===== config.mk =====
export PLATFORM = sky130hd
export DESIGN_NAME = rgb_to_hsv
export DESIGN_NICKNAME = d
export VERILOG_FILES = /design/src/rtl/rth_pkg.sv /design/src/rtl/rgb_to_hsv.sv /design/src/rtl/rth_front.sv /design/src/rtl/rth_divider.sv /design/src/rtl/rth_pipe_ctrl.sv
export SDC_FILE = /design/constraint.sdc
export NUM_CORES = 1
export LEC_CHECK = 0
export BUFFER_PORTS_ARGS = -buffer_cell sky130_fd_sc_hd__buf_2
export CORE_ASPECT_RATIO = 0.6
export CORE_MARGIN = 3
export CORE_UTILIZATION = 40
export CTS_CLUSTER_DIAMETER = 80
export CTS_CLUSTER_SIZE = 24
export DETAILED_ROUTE_END_ITERATION = 10
export SYNTH_ARGS = -nofsm -noshare
export SYNTH_HDL_FRONTEND = slang
export SYNTH_HIERARCHICAL = 1
export SYNTH_SLANG_ARGS = --single-unit

===== constraint.sdc =====
create_clock -name clk -period 5.4 [get_ports clk]
set_input_delay 0.54 -clock clk [delete_from_list [all_inputs] [get_ports clk]]
set_output_delay 0.54 -clock clk [all_outputs]
set_load 0.1 [all_outputs]

===== src/rtl/rth_pkg.sv =====
// ----------------------------------------------------------------------------
// RGB to HSV package
// Shared types and fixed constants of the color conversion pipeline.
// ----------------------------------------------------------------------------
package rth_pkg;

	// Hue sector, picked by the first maximal channel in the order R, G, B.
	typedef enum logic [1:0] {
		SECT_RED,
		SECT_GREEN,
		SECT_BLUE
	} sector_t;

	// Per-pixel flags that travel beside the divider stages.
	typedef struct packed {
		sector_t sector;
		logic    neg;
		logic    grey;
		logic    black;
	} hue_flags_t;

	// One hue sector is 60 degrees, the full circle 360 degrees.
	localparam int unsigned HUE_SECTOR_DEG = 60;
	localparam int unsigned HUE_CIRCLE_DEG = 360;
	// Integer bits needed for 60 (6 bits) and for 360 (9 bits).
	localparam int unsigned HUE_SECTOR_BITS = 6;
	localparam int unsigned HUE_CIRCLE_BITS = 9;

endpackage


===== src/rtl/rgb_to_hsv.sv =====
// ----------------------------------------------------------------------------
// RGB to HSV color conversion
// Two front stages, max(6 + HUE_FRAC_BITS, CHANNEL_BITS) divider stages and one
// result stage lie between request accept and result valid. Throughput: one
// pixel per cycle while the output is not stalled; the bit-per-stage dividers
// set the depth, not the rate. Reset clears only the stage valid bits.
// ----------------------------------------------------------------------------
//
// Each pixel is split into max, min and a sector. The hue within the sector is
// |diff| * (60 << HUE_FRAC_BITS) / delta, truncated, which is the magnitude of
// a division that truncates toward zero; the sign is applied afterwards, the
// sector offset added and a negative hue wrapped by one full circle.
// Saturation is ((2^CHANNEL_BITS - 1) * delta) / max. Both divisions run in
// parallel restoring dividers that resolve one quotient bit per stage. The
// shorter one carries its quotient through extra stages so both line up.
//
// Grey pixels (delta zero) force the hue to zero and black pixels (max zero)
// force the saturation to zero, since the dividers then see a zero divisor.
//
// Flow control is a chained ready: a stage loads when it is empty or when the
// stage after it loads, so a new request is taken while a finished result still
// waits in the output register as long as some stage has a bubble.
module rgb_to_hsv import rth_pkg::*; #(
	parameter int unsigned CHANNEL_BITS  = 8,
	parameter int unsigned HUE_FRAC_BITS = 6
) (
	input  logic clk,
	input  logic arst_n,
	// Request side. s_tdata: red, green, blue (CHANNEL_BITS each), zero pad.
	input  logic                                         s_tvalid,
	output logic                                         s_tready,
	input  logic [((3*CHANNEL_BITS+7)/8)*8-1:0]          s_tdata,
	// Result side. m_tdata: hue (HUE_CIRCLE_BITS + HUE_FRAC_BITS bits),
	// saturation, brightness (CHANNEL_BITS each), zero pad.
	output logic                                         m_tvalid,
	input  logic                                         m_tready,
	output logic [((HUE_CIRCLE_BITS+HUE_FRAC_BITS+2*CHANNEL_BITS+7)/8)*8-1:0] m_tdata
);

	localparam int unsigned HUE_W  = HUE_CIRCLE_BITS + HUE_FRAC_BITS;
	localparam int unsigned HQ_W   = HUE_SECTOR_BITS + HUE_FRAC_BITS;
	localparam int unsigned HNUM_W = CHANNEL_BITS + HQ_W;
	localparam int unsigned OUT_W  = ((HUE_W + 2*CHANNEL_BITS + 7) / 8) * 8;
	localparam int unsigned DIV_ST = (HQ_W > CHANNEL_BITS) ? HQ_W : CHANNEL_BITS;
	// Front stages, divider stages, result stage.
	localparam int unsigned DEPTH  = DIV_ST + 3;

	// Hue arithmetic runs one bit wider than the field to see the sign.
	localparam logic [HUE_W:0] OFS_GREEN =
		(HUE_W+1)'(2 * HUE_SECTOR_DEG) << HUE_FRAC_BITS;
	localparam logic [HUE_W:0] OFS_BLUE  =
		(HUE_W+1)'(4 * HUE_SECTOR_DEG) << HUE_FRAC_BITS;
	localparam logic [HUE_W:0] HUE_FULL  =
		(HUE_W+1)'(HUE_CIRCLE_DEG) << HUE_FRAC_BITS;

	logic [DEPTH-1:0] load;

	logic [CHANNEL_BITS-1:0]   delta_s2, max_s2;
	logic [HNUM_W-1:0]         hue_num_s2;
	logic [2*CHANNEL_BITS-1:0] sat_num_s2;
	hue_flags_t                flags_s2;

	// Sideband that travels beside the divider stages.
	hue_flags_t              flags_sd  [DIV_ST];
	logic [CHANNEL_BITS-1:0] bright_sd [DIV_ST];

	logic [HQ_W-1:0]         hue_quo;
	logic [CHANNEL_BITS-1:0] sat_quo;

	logic [HUE_W:0]          hue_base, hue_sum, hue_wrap;
	hue_flags_t              flags_last;

	logic [HUE_W-1:0]        hue_s3;
	logic [CHANNEL_BITS-1:0] sat_s3, bright_s3;

	rth_pipe_ctrl #(
		.DEPTH(DEPTH)
	) u_ctrl (
		.clk       (clk),
		.arst_n    (arst_n),
		.in_valid  (s_tvalid),
		.out_ready (m_tready),
		.in_ready  (s_tready),
		.load      (load),
		.out_valid (m_tvalid)
	);

	rth_front #(
		.CHANNEL_BITS  (CHANNEL_BITS),
		.HUE_FRAC_BITS (HUE_FRAC_BITS)
	) u_front (
		.clk        (clk),
		.load       (load[1:0]),
		.red        (s_tdata[CHANNEL_BITS-1:0]),
		.green      (s_tdata[2*CHANNEL_BITS-1:CHANNEL_BITS]),
		.blue       (s_tdata[3*CHANNEL_BITS-1:2*CHANNEL_BITS]),
		.delta_s2   (delta_s2),
		.max_s2     (max_s2),
		.hue_num_s2 (hue_num_s2),
		.sat_num_s2 (sat_num_s2),
		.flags_s2   (flags_s2)
	);

	// Hue magnitude: quotient never exceeds one sector step.
	rth_divider #(
		.NUM_W  (HNUM_W),
		.DEN_W  (CHANNEL_BITS),
		.QUO_W  (HQ_W),
		.STAGES (DIV_ST)
	) u_hue_div (
		.clk  (clk),
		.load (load[DIV_ST+1:2]),
		.num  (hue_num_s2),
		.den  (delta_s2),
		.quo  (hue_quo)
	);

	// Saturation: delta never exceeds max, so the quotient fits a channel.
	rth_divider #(
		.NUM_W  (2*CHANNEL_BITS),
		.DEN_W  (CHANNEL_BITS),
		.QUO_W  (CHANNEL_BITS),
		.STAGES (DIV_ST)
	) u_sat_div (
		.clk  (clk),
		.load (load[DIV_ST+1:2]),
		.num  (sat_num_s2),
		.den  (max_s2),
		.quo  (sat_quo)
	);

	for (genvar j = 0; j < DIV_ST; j++) begin : g_side
		if (j == 0) begin : g_first
			always_ff @(posedge clk) begin
				if (load[2]) begin
					flags_sd[0]  <= flags_s2;
					bright_sd[0] <= max_s2;
				end
			end
		end else begin : g_next
			always_ff @(posedge clk) begin
				if (load[j+2]) begin
					flags_sd[j]  <= flags_sd[j-1];
					bright_sd[j] <= bright_sd[j-1];
				end
			end
		end
	end

	assign flags_last = flags_sd[DIV_ST-1];

	// Signed hue within the sector, sector offset and wrap into one circle.
	always_comb begin
		unique case (flags_last.sector)
			SECT_RED:   hue_base = '0;
			SECT_GREEN: hue_base = OFS_GREEN;
			SECT_BLUE:  hue_base = OFS_BLUE;
			default:    hue_base = '0;
		endcase
		hue_sum  = flags_last.neg ? hue_base - {(HUE_W+1-HQ_W)'(0), hue_quo}
		                          : hue_base + {(HUE_W+1-HQ_W)'(0), hue_quo};
		hue_wrap = hue_sum[HUE_W] ? hue_sum + HUE_FULL : hue_sum;
	end

	always_ff @(posedge clk) begin
		if (load[DEPTH-1]) begin
			hue_s3    <= flags_last.grey  ? '0 : hue_wrap[HUE_W-1:0];
			sat_s3    <= flags_last.black ? '0 : sat_quo;
			bright_s3 <= bright_sd[DIV_ST-1];
		end
	end

	assign m_tdata = OUT_W'({bright_s3, sat_s3, hue_s3});

endmodule


===== src/rtl/rth_front.sv =====
// ----------------------------------------------------------------------------
// RGB to HSV front end
// Two register stages: channel max, min and sector, then delta and the two
// dividends for the hue and saturation dividers.
// ----------------------------------------------------------------------------
module rth_front import rth_pkg::*; #(
	parameter int unsigned CHANNEL_BITS  = 8,
	parameter int unsigned HUE_FRAC_BITS = 6
) (
	input  logic                                       clk,
	input  logic [1:0]                                 load,
	input  logic [CHANNEL_BITS-1:0]                    red,
	input  logic [CHANNEL_BITS-1:0]                    green,
	input  logic [CHANNEL_BITS-1:0]                    blue,
	output logic [CHANNEL_BITS-1:0]                    delta_s2,
	output logic [CHANNEL_BITS-1:0]                    max_s2,
	output logic [CHANNEL_BITS+HUE_SECTOR_BITS+HUE_FRAC_BITS-1:0] hue_num_s2,
	output logic [2*CHANNEL_BITS-1:0]                  sat_num_s2,
	output hue_flags_t                                 flags_s2
);

	localparam int unsigned HQ_W   = HUE_SECTOR_BITS + HUE_FRAC_BITS;
	localparam logic [HQ_W-1:0] HUE_STEP = HQ_W'(HUE_SECTOR_DEG) << HUE_FRAC_BITS;

	logic [CHANNEL_BITS-1:0] max_c, min_c, dif_a, dif_b;
	sector_t                 sector_c;

	logic [CHANNEL_BITS-1:0] max_s1, min_s1, mag_s1;
	sector_t                 sector_s1;
	logic                    neg_s1;

	logic [CHANNEL_BITS-1:0] delta_c;

	// Stage 1: sector choice and the signed channel difference of that sector.
	always_comb begin
		if (red >= green && red >= blue) begin
			sector_c = SECT_RED;
			max_c    = red;
			dif_a    = green;
			dif_b    = blue;
		end else if (green >= blue) begin
			sector_c = SECT_GREEN;
			max_c    = green;
			dif_a    = blue;
			dif_b    = red;
		end else begin
			sector_c = SECT_BLUE;
			max_c    = blue;
			dif_a    = red;
			dif_b    = green;
		end
		if (red <= green && red <= blue) begin
			min_c = red;
		end else if (green <= blue) begin
			min_c = green;
		end else begin
			min_c = blue;
		end
	end

	always_ff @(posedge clk) begin
		if (load[0]) begin
			max_s1    <= max_c;
			min_s1    <= min_c;
			sector_s1 <= sector_c;
			neg_s1    <= dif_a < dif_b;
			mag_s1    <= (dif_a < dif_b) ? dif_b - dif_a : dif_a - dif_b;
		end
	end

	// Stage 2: delta, the hue dividend |diff| * step and (2^N - 1) * delta.
	assign delta_c = max_s1 - min_s1;

	always_ff @(posedge clk) begin
		if (load[1]) begin
			delta_s2       <= delta_c;
			max_s2         <= max_s1;
			hue_num_s2     <= {HQ_W'(0), mag_s1} * {CHANNEL_BITS'(0), HUE_STEP};
			sat_num_s2     <= {delta_c, CHANNEL_BITS'(0)} - {CHANNEL_BITS'(0), delta_c};
			flags_s2.sector <= sector_s1;
			flags_s2.neg    <= neg_s1;
			flags_s2.grey   <= delta_c == '0;
			flags_s2.black  <= max_s1 == '0;
		end
	end

endmodule


===== src/rtl/rth_divider.sv =====
// ----------------------------------------------------------------------------
// RGB to HSV pipelined divider
// Restoring division, one quotient bit per register stage, most significant
// bit first. Stages past the quotient width only carry the quotient along.
// The quotient must fit in QUO_W bits.
// ----------------------------------------------------------------------------
module rth_divider #(
	parameter int unsigned NUM_W  = 20,
	parameter int unsigned DEN_W  = 8,
	parameter int unsigned QUO_W  = 12,
	parameter int unsigned STAGES = 12
) (
	input  logic              clk,
	input  logic [STAGES-1:0] load,
	input  logic [NUM_W-1:0]  num,
	input  logic [DEN_W-1:0]  den,
	output logic [QUO_W-1:0]  quo
);

	logic [NUM_W-1:0] rem_sd [STAGES];
	logic [DEN_W-1:0] den_sd [STAGES];
	logic [QUO_W-1:0] quo_sd [STAGES];

	for (genvar j = 0; j < STAGES; j++) begin : g_stage
		logic [NUM_W-1:0] rem_in;
		logic [DEN_W-1:0] den_in;
		logic [QUO_W-1:0] quo_in;

		if (j == 0) begin : g_first
			assign rem_in = num;
			assign den_in = den;
			assign quo_in = '0;
		end else begin : g_next
			assign rem_in = rem_sd[j-1];
			assign den_in = den_sd[j-1];
			assign quo_in = quo_sd[j-1];
		end

		if (j < QUO_W) begin : g_div
			localparam int BIT = int'(QUO_W) - 1 - j;

			logic [NUM_W:0] trial;

			// A set top bit means the shifted divisor did not fit.
			assign trial = {1'b0, rem_in} - ({(NUM_W+1-DEN_W)'(0), den_in} << BIT);

			always_ff @(posedge clk) begin
				if (load[j]) begin
					rem_sd[j] <= trial[NUM_W] ? rem_in : trial[NUM_W-1:0];
					den_sd[j] <= den_in;
					quo_sd[j] <= {quo_in[QUO_W-2:0], ~trial[NUM_W]};
				end
			end
		end else begin : g_carry
			always_ff @(posedge clk) begin
				if (load[j]) begin
					rem_sd[j] <= rem_in;
					den_sd[j] <= den_in;
					quo_sd[j] <= quo_in;
				end
			end
		end
	end

	assign quo = quo_sd[STAGES-1];

endmodule


===== src/rtl/rth_pipe_ctrl.sv =====
// ----------------------------------------------------------------------------
// RGB to HSV pipeline control
// Valid bit per stage and the load enables. A stage loads when it is empty or
// when the stage after it loads, so bubbles are squeezed out under a stall.
// ----------------------------------------------------------------------------
module rth_pipe_ctrl #(
	parameter int unsigned DEPTH = 15
) (
	input  logic             clk,
	input  logic             arst_n,
	input  logic             in_valid,
	input  logic             out_ready,
	output logic             in_ready,
	output logic [DEPTH-1:0] load,
	output logic             out_valid
);

	logic [DEPTH-1:0] stage_valid_q;
	logic [DEPTH-1:0] valid_in;

	assign load[DEPTH-1] = !stage_valid_q[DEPTH-1] || out_ready;

	for (genvar k = 0; k < DEPTH - 1; k++) begin : g_load
		assign load[k] = !stage_valid_q[k] || load[k+1];
	end

	// Each stage takes the valid bit of the stage before it.
	assign valid_in = {stage_valid_q[DEPTH-2:0], in_valid};

	always_ff @(posedge clk or negedge arst_n) begin
		if (!arst_n) begin
			stage_valid_q <= '0;
		end else begin
			for (int k = 0; k < DEPTH; k++) begin
				if (load[k]) begin
					stage_valid_q[k] <= valid_in[k];
				end
			end
		end
	end

	assign in_ready  = load[0];
	assign out_valid = stage_valid_q[DEPTH-1];

endmodule


==> impl_results.md, run 1 <==
- Max-slew headroom at the worst pin: between 10% and 20%
- Worst Hold Class: primary input to register
- Share of post-route cells with drive strength above 1: under 10%
- CP bufs+invs: 5
- Crit path arrival time: roughly 5 ns
- Util after Layout: approximately 44%
- Critical path class: primary input to register
- Clk sinks: between 800 and 900
- Synth warnings: 6
- Root Buffer: clkbuf_16
- Total grt overflow: 0
- Initial antenna violation count: 9
- IO Pins: between 60 and 70
- CTS Hold Bufs: 1
- CTS tree: done
- Nets: 3459
- Number of max-cap violations: 0
- DRC violations left: 0
- Final WS setup: between 0.7 and 0.8 ns
- TritonRoute pass-1 iters: 5
- Largest stage delay, worst path: 0.80 ns
- Main synth FF type: edfxtp_1
- CTS Buffer Depth: 3
- Worst-Margin Slew: 1.26 ns
- Status: completed
- Antenna-violating nets left: 0
- Total CTS buffers: between 40 and 50
- Final WL: approximately 75000 µm
- Cell Pwr Density: ~660 nW/µm²
- Setup crit end kind: register
- Final Critical Period: about 4.6 ns
- CP Launch Type: primary input
- Worst path cell trace: buf_2 -> inv_1 -> ha_1 -> nor2b_1 -> o211ai_1 -> a31oi_1 -> nor2_2 -> buf_4 -> mux2i_1 -> nor2_1 -> a21o_1 -> ha_1 -> and3_1 -> a2111o_1 -> a21oi_2 -> inv_2 -> a21oi_4 -> buf_4 -> mux2_2
- Cells after synthesis: between 3000 and 4000
- Post CTS Setup Buffer Count: 0
- Via count: 22800
- Period utilisation layout: a little under nine tenths
- Async S/R FF share, synth: roughly 1.7%
- Worst vdd ir: roughly 0.00046 V
- Vias in the first global route: approximately 22000
- Worst-path clk slew: around 0.09 ns
- Placer Congestion: 0.813
- Critical path's slowest cell: a31oi_1
- Fin area: ~45000 µm²
- Max Clk Rate: between 200 and 250 MHz
- Hold_ws: around 0.13 ns
- Pin count of the biggest net entering global routing: 80
- H-tree level count: 2
- Most common cell after layout, fill and taps aside: edfxtp_1
- Fill count: ~9000
- Iter 0 DRT Violations: approximately 1500
- CTS resizes: 0
- Register bit total from synthesis: 899
- Cell Area, Synth: approximately 42000 µm²
- Worst-Skew Late Latency: roughly 0.62 ns
- Total GRT Usage: around 14%
- EDFF count, synth: between 800 and 900
- Site row count: a little over 90
- Synth cell types: between 100 and 150
- Total Power: about 30 mW
- Syn_area_per_cell: roughly 14 µm²
- Finish-stage setup viols: 0
- Die ar.: between 100000 and 150000 µm²
- Post-DP HPWL: about 54000 µm
- Placement Setup Slack: approximately 0.32 ns
- Max Slew Vio Count: 0
- DR WL/cell: 16.4 µm
- Post-Layout Cell Count: around 4600
- Final Hold Violating Endpoints: 0
- Final setup TNS: 0 ns
- Core Region: around 100000 µm²
- Area after DPL: approximately 44000 µm²
- Port bufs: 60
- RSZ-0062 raised after global routing: false
- Initial Util: 40.6%
- Most frequent cells in the layout: 884 x edfxtp_1, 256 x inv_1, 233 x ha_1, 223 x nor2_1, 176 x a21oi_1
- First-pass GRT wire length: approximately 120000 µm
- Placed Instances: approximately 4500
- Area growth syn-to-layout: 8.00%
- Vias per cell: approximately 5.0
- Worst-path fanout max: 23
- Cell leakage power: about 17 nW
- Die H: 257 µm
- Die X: between 400 and 500 µm
- Worst EP required: roughly 5.8 ns
- Skew final: approximately 0.036 ns
- Sequential element share of the synthesized area: 64.0%
- Largest delay share family, worst path: compound AO/OA/AOI/OAI gates
flip-flops by register name, indices dropped and copies added, names as in the netlist:
register,cells
u_front/delta_s2,8
u_hue_div/den_sd,88
sat_s3,8
bright_s3,8
u_front/flags_s2,5
u_front/sector_s1,2
u_hue_div/rem_sd,220
u_front/hue_num_s2,12
u_sat_div/quo_sd,68
u_front/neg_s1,1
u_front/mag_s1,8
u_sat_div/den_sd,56
u_front/sat_num_s2,15
u_front/max_s2,8
u_sat_div/rem_sd,112
flags_sd,60
u_ctrl/stage_valid_q,15
bright_sd,96
u_front/min_s1,8
hue_s3,15
u_hue_div/quo_sd,78
u_front/max_s1,8
worst paths after layout:
path	start	end	slack, ns	cells past startpoint
setup / recovery	s_tdata[17]	u_front/mag_s1[1]	0.77	19
hold / removal	s_tvalid	u_ctrl/stage_valid_q[0]	0.13	2
setup reg to reg	u_front/mag_s1[2]	u_front/hue_num_s2[19]	1.71	12
hold reg to reg	u_hue_div/quo_sd[2][17]	u_hue_div/quo_sd[3][6]	0.39	0
max in group asynchronous	arst_n	u_ctrl/stage_valid_q[14]	4.68	2
min in group asynchronous	arst_n	u_ctrl/stage_valid_q[7]	0.44	2
worst register-to-register path, stage by stage, from the launching register on:
cell and delay, ns:
edfxtp_1 0.52, fa_1 0.56, inv_1 0.06, fa_1 0.49, inv_1 0.06, ha_1 0.27
a21o_1 0.17, a21oi_1 0.21, o21ai_0 0.16, or4_1 0.45, a31o_2 0.25, a21oi_1 0.16
xnor2_1 0.08
metal layers:
metal,vias up,GRT usage [%],share of wire (%)
li1,11500,-,-
met1,10900,22.1,54
met2,313,19.5,40
met3,68,2.34,4.0
met4,4,2.37,1.3
met5,-,0,0.039
cell usage after synthesis (64+ instances only):
cell type / n / area [µm²]
xor2_1: 71 / 622
a21oi_1: 176 / 881
xnor2_1: 81 / 709
nor2_1: 223 / 837
a21o_1: 64 / 480
nor3_1: 72 / 360
ha_1: 233 / 2920
inv_1: 259 / 972
mux2_2: 69 / 777
nand2_1: 127 / 477
o21ai_0: 139 / 696
edfxtp_1: 884 / 26500
kinds of logic (layout without fill, tap and decap cells):
| group | after synthesis | count (layout) | share of synthesized area (%) |
|---|---|---|---|
| AOI/OAI and AO/OA | 601 | 601 | 9.23 |
| xor gates and xnor gates | 155 | 155 | 3.28 |
| adders and majority gates | 268 | 268 | 8.60 |
| buffers and inverters | 313 | 418 | 3.04 |
| DFF | 899 | 899 | 64.0 |
| muxes | 108 | 108 | 2.85 |
| other | 2 | 14 | 0.0179 |
| and+or+nand+nor | 729 | 729 | 8.99 |
power by group:
group	switching [mW]	total, mW	internal [mW]
clock network	2.12	3.71	1.59
registers	1.52	13.2	11.7
logic	7.25	13.0	5.74
area by class of cell:
class	instances	area (µm²)	area share [%]
Timing Repair Buffer	86	510	1.12
Sequential cell	899	26900	59.3
Multi-Input combinational cell	1870	14000	30.7
Tap cell	1395	1750	3.84
Inverter	261	980	2.16
Antenna cell	5	12.5	0.0275
Clock inverter	12	118	0.259
Clock buffer	59	1190	2.62
Power figures use the tool's default switching activity.
==> run 2, diff against run 1 <==
--- a/config.mk
+++ b/config.mk
@@ -5,7 +5,7 @@
 export SDC_FILE = /design/constraint.sdc
 export NUM_CORES = 1
 export LEC_CHECK = 0
-export BUFFER_PORTS_ARGS = -buffer_cell sky130_fd_sc_hd__buf_2
+export BUFFER_PORTS_ARGS = -buffer_cell sky130_fd_sc_hd__clkbuf_2
 export CORE_ASPECT_RATIO = 0.6
 export CORE_MARGIN = 3
 export CORE_UTILIZATION = 40
==> run 2 against run 1 <==
- critical path depth unchanged
- sequential share of layout area about the same
- via count down 0.77%
- core utilization about the same
- clock skew down 0.014 ns
- hold slack worse by 0.012 ns
- die area unchanged
- cell count about the same
- flip-flop and latch count unchanged
- design area about the same
- non-clock buffer count up 1
- first-iteration DRC count up 1.8%
- critical endpoint unchanged
- highest routed layer unchanged
==> impl_results.md, run 2 (synthesis results as in run 1) <==
- Final setup TNS: 0 ns (unchanged)
- Port bufs: 60 (unchanged)
- Post-DP HPWL: 53500 µm (-1.6%)
- Area growth syn-to-layout: 7.93% (about the same)
- Number of max-cap violations: 0 (unchanged)
- Critical path class: primary input to register
- Vias in the first global route: 21500 (-2.1%)
- CTS Buffer Depth: 3 (unchanged)
- Die ar.: 109000 µm² (unchanged)
- Max Slew Vio Count: 0 (unchanged)
- Site row count: 91 (unchanged)
- Largest regs: u_hue_div/rem_sd x220, u_sat_div/rem_sd x112, bright_sd x96
- Largest stage delay, worst path: 0.45 ns (-0.35 ns)
- Max Clk Rate: 226 MHz (+4.8%)
- Die H: 257 µm (unchanged)
- Met2 wire length: 29300 µm (-3.6%)
- Cell Pwr Density: 655 nW/µm² (-0.40%)
- Cell leakage power: 17.5 nW (about the same)
- Total CTS buffers: 44 (-2.2%)
- Initial Util: 40.6% (unchanged)
- Post CTS Setup Buffer Count: 0 (unchanged)
- Biggest register: u_hue_div/rem_sd
- Largest register FFs: 220 (unchanged)
- RSZ-0062 raised after global routing: false
- Total grt overflow: 0 (unchanged)
- Skew final: 0.0217 ns (-0.0144 ns)
- Core Region: 103000 µm² (unchanged)
- Worst path cell trace: clkbuf_2 -> inv_1 -> ha_1 -> nor2b_1 -> o211ai_1 -> a31oi_1 -> nor2_2 -> buf_4 -> mux2i_1 -> nor2_1 -> a21o_1 -> ha_1 -> and3_1 -> a2111o_1 -> a21oi_2 -> inv_2 -> a21oi_4 -> buf_4 -> mux2_2
- Most frequent cells in the layout: 884 x edfxtp_1, 256 x inv_1, 233 x ha_1, 223 x nor2_1, 176 x a21oi_1
- TritonRoute pass-1 iters: 5 (unchanged)
- Worst Hold Class: primary input to register
- Antenna-violating nets left: 0 (unchanged)
- CP Launch Type: primary input
- Pin count of the biggest net entering global routing: 80 (unchanged)
- Via count: 22600 (-0.77%)
- Util after Layout: 43.9% (about the same)
- Initial antenna violation count: 8 (-1)
- Finish-stage setup viols: 0 (unchanged)
- Nets: 3459 (unchanged)
- Worst-Margin Slew: 1.21 ns (-0.0437 ns)
- Total GRT Usage: 13.5% (-0.28 points)
- Vias per cell: 4.93 (-0.75%)
- Crit path arrival time: 4.77 ns (-0.21 ns)
- H-tree level count: 2 (unchanged)
- Most common cell after layout, fill and taps aside: edfxtp_1
- Final WL: 73400 µm (-2.5%)
- Final Critical Period: 4.42 ns (-0.212 ns)
- WL met1: 39900 µm (-2.1%)
- CTS tree: done
- Critical path's slowest cell: a2111o_1
- Clk sinks: 899 (unchanged)
- Status: completed
- First-pass GRT wire length: 119000 µm (-1.8%)
- Worst-path fanout max: 23 (unchanged)
- R2R setup slack: 1.73 ns (+0.02 ns)
- Die X: 425 µm (unchanged)
- Setup crit end kind: register
- Placer Congestion: 0.815 (+0.21%)
- CTS resizes: 0 (unchanged)
- Period utilisation layout: 81.8% (-3.9 points)
- Max-slew headroom at the worst pin: 19.1% (+2.9 points)
- Worst EP required: 5.76 ns (about the same)
- Root Buffer: clkbuf_16
- Share of post-route cells with drive strength above 1: 9.51% (-0.13 points)
- Iter 0 DRT Violations: 1533 (+1.8%)
- Final Hold Violating Endpoints: 0 (unchanged)
- DR WL/cell: 16.0 µm (-2.5%)
- IO Pins: 62 (unchanged)
- Metal3 WL: 3100 µm (+3.2%)
- Worst vdd ir: 0.000450 V (-2.5%)
- Worst-path clk slew: 0.09 ns (about the same)
- Worst-Skew Late Latency: 0.62 ns (about the same)
- DRC violations left: 0 (unchanged)
- Highest metal used: met5
run 2: changes by cell type in the layout (fill, tap and decap cells not counted):
cell        before  now
inv_6            3    1
inv_16           1    2
inv_12           1    0
clkinv_2         3    0
clkinv_8         2    1
buf_4           24   26
buf_12           1    0
clkinvlp_4       0    1
clkbuf_1        13   17
clkbuf_2         0   60
buf_2           60    0
diode_2          5    4
run 2: layout make-up:
type | instances | area [µm²]
sequential | 899 | 26900
multi-input combinational | 1870 | 14000
inverter | 261 | 980
antenna | 4 | 10.0
tap | 1395 | 1750
fill | 9250 | 58100
clock inverter | 7 | 80.1
clock buffer | 63 | 1200
timing repair buffer | 87 | 505
run 2: stage by stage:
stage | total power, mW | area (µm²) | worst slack [ns] | instances | hold slack (ns)
after floorplan | 23.3 | 42100 | 0.137 | 3082 | 0.244
after global placement | 26.0 | 44100 | 0.457 | 4511 | 0.400
after detailed placement | 26.2 | 44100 | 0.415 | 4511 | 0.405
after CTS | 30.0 | 45400 | 1.06 | 4582 | 0.0632
after global routing | 32.3 | 45400 | 0.803 | 4584 | 0.0870
final | 29.7 | 45400 | 0.983 | 4586 | 0.116
run 2: layer usage:
layer,track usage [%],vias up
met2,18.9,330
met5,0,-
met1,21.9,10700
met4,2.42,4
met3,2.15,62
li1,-,11500
run 2: worst max-delay path: cells and delay by family:
kind            cells  cell delay [ns]
compound gates      6             1.42
simple gates        4             0.71
fa+ha+maj           2             0.68
buf+inv             5             0.85
mux                 2             0.57
run 2: path summary, 6_finish.rpt:
kind	start	end	depth (start not counted)
worst max-delay path	s_tdata[17]	u_front/mag_s1[1]	19
worst min-delay path	s_tvalid	u_ctrl/stage_valid_q[0]	2
worst max register to register	u_front/mag_s1[2]	u_front/hue_num_s2[19]	12
worst min register to register	u_front/flags_s2[4]	flags_sd[0][4]	0
max in group asynchronous	arst_n	u_ctrl/stage_valid_q[14]	2
min in group asynchronous	arst_n	u_ctrl/stage_valid_q[5]	2
run 2: what timing repair did:
| item | CTS | global route |
|---|---|---|
| endpoints found under the hold margin | 15 | 0 |
| hold buffers | 1 | 0 |
| setup endpoints to repair | 0 | 0 |
run 2: power by group:
| part | internal [mW] | total (mW) | switching, mW |
|---|---|---|---|
| Combinational | 5.73 | 12.9 | 7.17 |
| Clock | 1.59 | 3.68 | 2.10 |
| Sequential | 11.7 | 13.2 | 1.51 |
| Total | 19.0 | 29.7 | 10.8 |
